--- src/design/sgi_pkg.sv ---
// Shared constants and types for the segment intersection pipeline.
`default_nettype none

package sgi_pkg;

  // Default coordinate width, signed fixed point.
  localparam int COORD_WIDTH_DEF = 16;

  // The point on segment A is worked out in two lanes, one per axis.
  localparam int LANES  = 2;
  localparam int LANE_X = 0;
  localparam int LANE_Y = 1;

  // Per-item status that travels down the pipeline next to the data.
  typedef struct packed {
    logic hit;    // both parameters lie in [0,1]
    logic degen;  // zero denominator, segments parallel or degenerate
  } flag_t;

endpackage

`default_nettype wire

--- src/design/sgi_sat.sv ---
// Output stage: applies the offset to A's start point, saturates, holds the result.
`default_nettype none

module sgi_sat #(
  parameter int CW = sgi_pkg::COORD_WIDTH_DEF,
  localparam int QW = CW + 1,
  localparam int SW = CW + 3
) (
  input  logic                 clk,
  input  logic                 rst,
  input  logic                 in_valid,
  output logic                 in_ready,
  input  logic        [QW-1:0] quo [sgi_pkg::LANES],
  input  logic                 neg [sgi_pkg::LANES],
  input  logic                 ovf [sgi_pkg::LANES],
  input  logic signed [CW-1:0] base [sgi_pkg::LANES],
  input  sgi_pkg::flag_t       flag,
  output logic                 out_valid,
  input  logic                 out_ready,
  output logic                 hit,
  output logic signed [CW-1:0] cross_pt [sgi_pkg::LANES]
);
  import sgi_pkg::*;

  localparam logic signed [CW-1:0] CMAX = {1'b0, {(CW-1){1'b1}}};
  localparam logic signed [CW-1:0] CMIN = {1'b1, {(CW-1){1'b0}}};

  logic                 v;
  logic                 hit_q;
  logic signed [CW-1:0] cross_q [LANES];
  logic signed [SW-1:0] sum     [LANES];
  logic signed [CW-1:0] cross_c [LANES];

  assign in_ready = ~v | out_ready;

  // Offset the start point; anything past the coordinate range clips to the rail.
  always_comb begin
    for (int l = 0; l < LANES; l++) begin
      if (neg[l]) begin
        sum[l] = {{3{base[l][CW-1]}}, base[l]} - {2'b00, quo[l]};
      end else begin
        sum[l] = {{3{base[l][CW-1]}}, base[l]} + {2'b00, quo[l]};
      end
      if (flag.degen) begin
        cross_c[l] = base[l];
      end else if (ovf[l]) begin
        cross_c[l] = neg[l] ? CMIN : CMAX;
      end else if (sum[l][SW-1:CW-1] != {(SW-CW+1){sum[l][SW-1]}}) begin
        cross_c[l] = sum[l][SW-1] ? CMIN : CMAX;
      end else begin
        cross_c[l] = sum[l][CW-1:0];
      end
    end
  end

  always_ff @(posedge clk) begin
    if (rst) begin
      v <= 1'b0;
    end else if (in_ready) begin
      v <= in_valid;
    end
  end

  always_ff @(posedge clk) begin
    if (in_ready) begin
      hit_q   <= flag.hit;
      cross_q <= cross_c;
    end
  end

  assign out_valid = v;
  assign hit       = hit_q;
  assign cross_pt  = cross_q;

endmodule

`default_nettype wire

--- config.mk ---
export PLATFORM = sky130hd
export DESIGN_NAME = sgi_sat
export DESIGN_NICKNAME = d
export VERILOG_FILES = /design/src/design/sgi_pkg.sv /design/src/design/sgi_sat.sv
export SDC_FILE = /design/constraint.sdc
export NUM_CORES = 1
export LEC_CHECK = 0
export ABC_AREA = 1
export BUFFER_PORTS_ARGS = -buffer_cell sky130_fd_sc_hd__buf_2
export CAP_MARGIN = 40
export CORE_ASPECT_RATIO = 0.7
export CORE_MARGIN = 1
export CORE_UTILIZATION = 50
export CTS_CLUSTER_SIZE = 20
export DETAILED_ROUTE_END_ITERATION = 10
export PLACE_DENSITY = 0.77
export SYNTH_ARGS = -nofsm -noshare
export SYNTH_HDL_FRONTEND = slang
export SYNTH_SLANG_ARGS = --single-unit
--- constraint.sdc ---
create_clock -name clk -period 3.2 [get_ports clk]
set_clock_uncertainty 0.05 [all_clocks]
set_input_delay 0.48 -clock clk [delete_from_list [all_inputs] [get_ports clk]]
set_output_delay 0.48 -clock clk [all_outputs]
set_load 0.02 [all_outputs]
==> impl_results.md <==
- Status: finished, violations left
- Failing checks: setup timing
- CTS Sinks: 34
- WL/cell: 17.2 um
- Crit start category: primary input
- Yosys Warn Count: 0
- Slew @ Worst Pin: 0.964 ns
- Layout cells sized above 1: 0.483
- Post-layout min period: 3.54 ns
- Num CTS Buffers: 5
- Post-Place Setup Slack: -0.593 ns
- Antenna-violating nets left: 0
- Pins over their slew limit: 0
- Commonest cells post-synth: nand2_1 (199), inv_1 (108), nor2_1 (85), nand3_1 (63), nand2_2 (59)
- RSZ-0062 raised after global routing: yes
- Area leader, netlist: edfxtp_1
- CTS tree: done
- Clk network pwr share: 0.154
- Antenna violations before repair: 0
- Area contributors post-synth: edfxtp_1 (19%), nand2_1 (14%), ha_1 (9.1%)
- Post-synth EDFFs: 33
- Die height: 87.4 um
- Vias per cell: 5.63
- Sequential fraction of the synthesis area: 0.194
- PwrDens: 455 mW/mm^2
- Clk pin slew, worst setup/hold paths: 0.06 ns
- WP data required: 3.16 ns
- Worst skew pair latency: 0.28 ns
- #FFs+latches synth: 34
- Starting density of the core: 0.526
- Vias in the first global route: 5,455
- Area share of the largest cell type after synthesis: 0.190
- Hold Violations, Final: 0
- Total Neg Setup Slack: -8.87 ns
- Average size of a mapped cell: 6.49 sq um
- VDD IR-drop max: 0.307 mV
- H-tree depth: 2
- Final worst setup slack: -0.337 ns
- Post-Syn Area: 0.00522 sq mm
- Crit path max-delay cell type: ha_4
- Slowest stage delay, CP: 0.31 ns
- Largest net degree at the start of global routing: 19
- Reg power frac: 0.159
- WP data arrival: 3.49 ns
- Cell Int Power: 1.93 mW
- Fill count: 620
- Power Total: 3.68 mW
- Final Net Count: 1,152
- Worst hold path type: primary input to register
- Distinct cells, synth: 35
- Net switching power: 1.75 mW
- FFs w/ async S/R, synth: 0
- Worst hold slack: 0.296 ns
- IO Count: 111
- Total grt overflow: 0
- Port-buffer cells: 110
- Num rows: 30
- Crit Path Max Fanout: 8
- Drt pass-1 iters: 6
- First-pass GRT wire length: 27,000 um
- Detailed placement HPWL: 13,000 um
- Clock root buffer: clkbuf_16
- Net Count, Synth: 920
- Final setup violation count: 30
- Leak: 4.03 nW
- Combinational share of power: 0.687
- Max Cap Violations: 0
- Die width: 124 um
- Die Footprint: 0.0108 sq mm
- Mapped Cells: 804
- ANT cells: 0
- DRC: 0
- GRT Total Usage: 0.320
- Count leader, synth: nand2_1
- Synth Flop Type: edfxtp_1
- Core Area: 0.00991 sq mm
- Setup CP Type: primary input to register
- Gpl congestion: 0.966
- Syn-to-layout area delta: 55.1%
- Final WL: 20,000 um
- Clock buffer depth: 2
- Slew HR: 0.357
- First DRT Iteration DRCs: 652
- Sw Share: 0.475
- Via count: 6,562
- Crit. End Element: register
- Achievable frequency: 0.283 GHz
- Tcrit/Tclk final: 1.11
==> placed cells by master (no fill, tap or decap), types with 13 or more instances in the layout <==
cell and n:
a21oi_1 27, a21oi_2 39, buf_2 104, buf_4 118, edfxtp_1 33, ha_1 27
inv_1 99, nand2_1 158, nand2_2 76, nand2_4 28, nand3_1 29, nand3_2 30
nand3_4 13, nor2_1 72, xnor2_1 18, xor2_1 35
==> sequential cells by signal, indices dropped and copies added, names as in the netlist <==
register,count
out_valid,1
cross_pt,32
hit,1
==> worst paths after layout <==
| kind | startpoint | endpoint | slack (ns) | cells after the start |
|---|---|---|---|---|
| worst max register to register | out_valid | cross_pt[26] | 2.07 | 2 |
| worst min-delay path | rst | out_valid | 0.30 | 2 |
| worst min register to register | out_valid | cross_pt[31] | 0.83 | 2 |
| worst max-delay path | quo[18] | cross_pt[16] | -0.34 | 25 |
==> logic make-up after synthesis <==
logic type | Yosys count | share of synthesized area
buffers and inverters | 133 | 0.106
xor gates and xnor gates | 54 | 0.0907
and+or+nand+nor | 439 | 0.391
DFF | 34 | 0.194
adders and majority gates | 40 | 0.0988
AOI/OAI and AO/OA | 104 | 0.120
==> power groups by stage <==
stage               combinational (mW)  clock, mW  sequential, mW
floorplan                         1.15          0           0.669
global placement                  1.77          0           0.591
detailed placement                1.79          0           0.590
CTS                               1.97      0.562           0.584
global route                      2.67      0.587           0.591
finish                            2.53      0.565           0.585
==> routing by layer <==
metal  GRT usage  vias to the layer above  wire length (um)
met5           0                        -                 0
met4      0.0379                        0               413
li1            -                     3059                 -
met3      0.0635                       64              2180
met2       0.454                      424              8590
met1       0.501                     3015              8810
==> per-stage QoR <==
| stage | instance area [sq um] | std cells | utilization |
|---|---|---|---|
| floorplan | 5330 | 804 | - |
| CTS | 7330 | 1154 | 0.740 |
| global placement | 6810 | 1142 | 0.687 |
| global route | 8090 | 1165 | 0.816 |
| detailed placement | 6810 | 1142 | 0.687 |
| finish | 8090 | 1165 | 0.816 |
==> layout make-up <==
type	instances	area [sq um]	area share
Multi-Input combinational cell	639	4640	0.574
Tap cell	128	160	0.0198
Sequential cell	34	1010	0.125
Clock inverter	1	30.0	0.00371
Clock buffer	7	133	0.0164
Inverter	116	450	0.0557
Timing Repair Buffer	240	1660	0.205
==> critical path: cells and delay by family <==
kind	cells	cell delay [ns]
AND/OR/NAND/NOR	16	1.74
adder cells (fa/ha/maj)	2	0.47
buffers and inverters	4	0.36
AO/OA/AOI/OAI	2	0.23
XOR/XNOR	1	0.19
==> timing repair <==
action,in CTS,in global routing
gates resized for setup,69,153
pin swaps,34,82
cloned,2,3
setup buffers,2,9
hold buffers,0,0
setup endpoints to repair,31,32
Power figures use the tool's default switching activity.
