File: src/design/sgi_pkg.sv
// Shared constants and types for the segment intersection pipeline.
`default_nettype none

package sgi_pkg;

  // Default coordinate width, signed fixed point.
  localparam int COORD_WIDTH_DEF = 16;

  // The point on segment A is worked out in two lanes, one per axis.
  localparam int LANES  = 2;
  localparam int LANE_X = 0;
  localparam int LANE_Y = 1;

  // Per-item status that travels down the pipeline next to the data.
  typedef struct packed {
    logic hit;    // both parameters lie in [0,1]
    logic degen;  // zero denominator, segments parallel or degenerate
  } flag_t;

endpackage

`default_nettype wire

File: src/design/sgi_scale.sv
// Scales the direction of A by the numerator and prepares rounded dividends.
`default_nettype none

module sgi_scale #(
  parameter int CW = sgi_pkg::COORD_WIDTH_DEF,
  localparam int DW = CW + 1,
  localparam int NW = 2 * DW + 1,
  localparam int MW = NW + DW,
  localparam int RW = MW + 1,
  localparam int QW = CW + 1
) (
  input  logic                 clk,
  input  logic                 rst,
  input  logic                 in_valid,
  output logic                 in_ready,
  input  logic        [NW-1:0] den,
  input  logic signed [NW-1:0] na,
  input  logic signed [DW-1:0] dir [sgi_pkg::LANES],
  input  logic signed [CW-1:0] base [sgi_pkg::LANES],
  input  sgi_pkg::flag_t       flag,
  output logic                 out_valid,
  input  logic                 out_ready,
  output logic        [NW-1:0] den_o,
  output logic        [RW-1:0] num [sgi_pkg::LANES],
  output logic                 neg [sgi_pkg::LANES],
  output logic                 ovf [sgi_pkg::LANES],
  output logic signed [CW-1:0] base_o [sgi_pkg::LANES],
  output sgi_pkg::flag_t       flag_o
);
  import sgi_pkg::*;

  localparam int NS = 3;

  logic [NS-1:0] v;
  logic [NS:0]   rdy;

  logic signed [MW-1:0] prod1 [LANES];
  logic        [MW-1:0] mag2  [LANES];
  logic                 neg2  [LANES];
  logic        [RW-1:0] num3  [LANES];
  logic                 neg3  [LANES];
  logic                 ovf3  [LANES];
  logic        [NW-1:0] den1, den2, den3;
  logic signed [CW-1:0] b1 [LANES];
  logic signed [CW-1:0] b2 [LANES];
  logic signed [CW-1:0] b3 [LANES];
  flag_t                f1, f2, f3;

  logic        [RW-1:0] nsum [LANES];
  logic        [RW-1:0] dlim;

  assign rdy[NS] = out_ready;
  for (genvar k = 0; k < NS; k++) begin : g_rdy
    assign rdy[k] = ~v[k] | rdy[k+1];
  end
  assign in_ready = rdy[0];

  always_ff @(posedge clk) begin
    if (rst) begin
      v <= '0;
    end else begin
      if (rdy[0]) v[0] <= in_valid;
      for (int k = 1; k < NS; k++) begin
        if (rdy[k]) v[k] <= v[k-1];
      end
    end
  end

  // Stage 1: numerator times the lane's component of A's direction.
  always_ff @(posedge clk) begin
    if (rdy[0]) begin
      for (int l = 0; l < LANES; l++) begin
        prod1[l] <= na * dir[l];
        b1[l]    <= base[l];
      end
      den1 <= den;
      f1   <= flag;
    end
  end

  // Stage 2: sign and magnitude.
  always_ff @(posedge clk) begin
    if (rdy[1]) begin
      for (int l = 0; l < LANES; l++) begin
        neg2[l] <= prod1[l][MW-1];
        mag2[l] <= prod1[l][MW-1] ? -prod1[l] : prod1[l];
        b2[l]   <= b1[l];
      end
      den2 <= den1;
      f2   <= f1;
    end
  end

  // Add half the divisor for round-to-nearest; flag quotients past the lane width.
  always_comb begin
    dlim = RW'(den2) << QW;
    for (int l = 0; l < LANES; l++) begin
      nsum[l] = RW'(mag2[l]) + RW'(den2 >> 1);
    end
  end

  // Stage 3 register.
  always_ff @(posedge clk) begin
    if (rdy[2]) begin
      for (int l = 0; l < LANES; l++) begin
        num3[l] <= nsum[l];
        ovf3[l] <= (nsum[l] >= dlim);
        neg3[l] <= neg2[l];
        b3[l]   <= b2[l];
      end
      den3 <= den2;
      f3   <= f2;
    end
  end

  assign out_valid = v[NS-1];
  assign den_o     = den3;
  assign num       = num3;
  assign neg       = neg3;
  assign ovf       = ovf3;
  assign base_o    = b3;
  assign flag_o    = f3;

endmodule

`default_nettype wire

File: config.mk
export PLATFORM = sky130hd
export DESIGN_NAME = sgi_scale
export DESIGN_NICKNAME = d
export VERILOG_FILES = /design/src/design/sgi_pkg.sv /design/src/design/sgi_scale.sv
export SDC_FILE = /design/constraint.sdc
export NUM_CORES = 2
export LEC_CHECK = 0
export BUFFER_PORTS_ARGS = -buffer_cell sky130_fd_sc_hd__buf_4
export CAP_MARGIN = 15
export CORE_UTILIZATION = 35
export CTS_CLUSTER_DIAMETER = 40
export DETAILED_ROUTE_END_ITERATION = 8
export PLACE_DENSITY = 0.58
export SLEW_MARGIN = 20
export SYNTH_ARGS = -nofsm -noshare
export SYNTH_HDL_FRONTEND = slang
export SYNTH_SLANG_ARGS = --single-unit
File: constraint.sdc
create_clock -name clk -period 10.7 [get_ports clk]
set_clock_uncertainty 0.2 [all_clocks]
set_input_delay 0.535 -clock clk [delete_from_list [all_inputs] [get_ports clk]]
set_output_delay 0.535 -clock clk [all_outputs]
set_load 0.01 [all_outputs]
==> results.sh <==
export IMPL_vias_per_cell=4.961
export IMPL_synth_largest_area_cell="fa_1"
export IMPL_cp_end_kind="register"
export IMPL_grt_pass1_vias=47800
export IMPL_highest_layer="met5"
export IMPL_vias=44540
export IMPL_yosys_cell_types_count=79
export IMPL_yosys_top_cells_area="fa_1, edfxtp_1, ha_1"
export IMPL_routed_wl_um=181200
export IMPL_grt_usage_pct=19.71
export IMPL_core_um2=183100
export IMPL_synth_edff_count=527
export IMPL_cts_buffers=75
export IMPL_synth_most_common_cell="inv_1"
export IMPL_clockBufferDepth=3
export IMPL_fin_crit_sh_pct=68.45
export IMPL_cp_required_ns=10.91
export IMPL_wl_met1_um=77680
export IMPL_min_to="base_o[8]$_DFFE_PP_"
export IMPL_grt_overflow=0
export IMPL_ys_ff_latch=530
export IMPL_synth_cells=6239
export IMPL_dp_hpwl_um=139900
export IMPL_grt_antenna_before_repair=17
export IMPL_worstReg2RegStart="den2[1]$_DFFE_PP_"
export IMPL_drv_cap=0
export IMPL_cts_tree="yes"
export IMPL_area_growth_pct=12.22
export IMPL_synth_area_um2=64450
export IMPL_ys_top_cells_by_count="inv_1, fa_1, nand2_1"
export IMPL_drv_slew=0
export IMPL_antenna_left=0
export IMPL_hp_class="reg2reg"
export IMPL_io_pins=323
export IMPL_synth_ff_type="edfxtp_1"
export IMPL_start_util_pct=35.20
export IMPL_setup_viol=0
export IMPL_root_buffer="clkbuf_16"
export IMPL_slew_headroom_pct=31.99
export IMPL_drc=0
export IMPL_wl_met3_um=10500
export IMPL_rsz0062_at_grt="false"
export IMPL_setup_tns_final_ns=0
export IMPL_finalCriticalPeriod_ns=7.324
export IMPL_crit_arrival_ns=7.53
export IMPL_htreeDepth=3
export IMPL_clk_pin_slew_ns=0.06
export IMPL_hold_viol_final=0
export IMPL_dieHeight_um=431.1
export IMPL_cp_max_fo=35
export IMPL_synth_warnings=0
export IMPL_clk_latency_ns=0.67
export IMPL_dr_pass1_iters=8
export IMPL_async_flop_share_pct=0
export IMPL_ff2ff_setup_slack_ns=3.44
export IMPL_layout_drive_gt1_share_pct=7.540
export IMPL_reg2reg_depth=20
export IMPL_hold_path_depth=0
export IMPL_post_cts_repair_setup_buffers=0
export IMPL_synth_top_area_share_pct=35.23
export IMPL_cp_start_kind="input pin"
export IMPL_io_buffers=322
export IMPL_dieArea_um2=185900
export IMPL_drt_first_iter_violations=2721
export IMPL_clock_sinks=530
export IMPL_met2_length_um=86040
export IMPL_die_width_um=431.1
export IMPL_nets=8110
export IMPL_status="finished clean"
export IMPL_synth_nets=7897
export IMPL_critical_path_class="in2reg"
export IMPL_grt_max_degree=149
export IMPL_num_rows=157
export IMPL_crit_start="dir[2]"
export IMPL_final_fill_count=17970
export IMPL_grt_pass1_wl_um=280000
export IMPL_r2r_end="ovf[1]$_DFFE_PP_"
export IMPL_synth_area_per_cell_um2=10.33
export IMPL_gp_congestion=0.9250
export IMPL_worst_pin_slew_ns=1.020
export IMPL_holdCritStartpoint="b2[0][24]$_DFFE_PP_"
export IMPL_max_freq_mhz=136.5
export IMPL_ys_seq_area_share_pct=24.65
export IMPL_wl_per_cell_um=20.18
sequential cells by signal (all words and copies together) (netlist names), 35 cells and up:
| register | flops |
|---|---|
| mag2 | 104 |
| num | 106 |
| prod1 | 104 |
| den2 | 35 |
| den_o | 35 |
| den1 | 35 |
per-stage QoR:
stage	utilization, %	setup slack (ns)	area (µm²)	hold WS (ns)	instances
after CTS	39.50	3.360	72320	0.2072	8976
after floorplan	-	3.594	64450	0.2003	6239
after global placement	37.71	2.871	69040	0.2007	8767
after detailed placement	37.71	2.750	69040	0.2045	8767
final	39.50	3.376	72320	0.2161	8979
after global routing	39.50	3.013	72320	0.2188	8978
cells by family after synthesis:
kind of cell / synth area share [%]
simple gates: 13.45
buf+inv: 8.905
fa+ha+maj: 42.64
compound gates: 6.349
flops: 24.65
xor+xnor: 4.009
timing repair:
item / CTS / global route
endpoints found under the hold margin: 72 / 0
resized for setup: 0 / 0
hold buffers: 72 / 0
worst max-delay path by stage:
stage | cells past startpoint | slack (ns) | endpoint
final | 21 | 3.38 | prod1[0][102]$_DFFE_PP_
after global routing | 19 | 3.01 | ovf[1]$_DFFE_PP_
after CTS | 20 | 3.36 | ovf[1]$_DFFE_PP_
after detailed placement | 21 | 2.75 | prod1[0][102]$_DFFE_PP_
after global placement | 21 | 2.87 | prod1[0][102]$_DFFE_PP_
after floorplan | 22 | 3.59 | prod1[0][102]$_DFFE_PP_
cell type report:
cell class	count	area, µm²	area share (%)
timing repair buffer	402	3211	4.439
clock buffer	81	1942	2.685
inverter	1261	4748	6.565
tap	2464	3083	4.263
multi-input combinational	4182	42830	59.22
clock inverter	56	616.8	0.8529
antenna	3	7.507	0.01038
sequential	530	15890	21.96
cell usage in the layout, fill, tap and decap left out, drive strengths merged, types with 11 or more instances in the layout:
master       synthesis  routed
a211oi              26      26
a21o                92      92
a21oi              169     169
a221oi              12      12
a31oi               24      24
and2               527     527
and3                22      22
and4                11      11
buf                  1     330
clkbuf             265      81
clkinv               0      30
dlygate4sd3          0      72
edfxtp             527     527
fa                1134    1134
ha                 382     382
inv               1261    1277
nand2              742     742
nand2b              37      37
nand3               62      62
nand4               31      31
nor2               162     162
nor2b               16      16
nor3                36      36
nor4                16      16
o211ai              15      15
o21a                25      25
o21ai              135     135
o21bai              25      25
o31ai               34      34
o41ai               17      17
or2                 15      15
or3                 25      25
or4                 20      20
xnor2              226     226
xor2                69      69
routing by layer:
| metal | track usage (%) | vias up |
|---|---|---|
| li1 | - | 19910 |
| met1 | 25.61 | 22930 |
| met2 | 32.83 | 1388 |
| met3 | 3.231 | 310 |
| met4 | 7.613 | 8 |
| met5 | 0 | - |
worst max-delay path: stages:
cell and delay, ns:
buf_4 0.45, nand2_1 0.17, fa_1 0.54, fa_1 0.53, fa_1 0.52, inv_1 0.06
fa_1 0.50, fa_1 0.50, inv_1 0.05, fa_1 0.47, inv_1 0.04, ha_1 0.42
nand4_1 0.15, a211oi_1 0.35, o21a_1 0.22, o2111ai_1 0.31, a2111oi_0 0.94, o31ai_1 0.23
o21ai_1 0.25, a311o_1 0.21, xor2_1 0.07
Power is not shown: default switching activity piles up to over one toggle a cycle in this logic, so the estimate is an artifact.
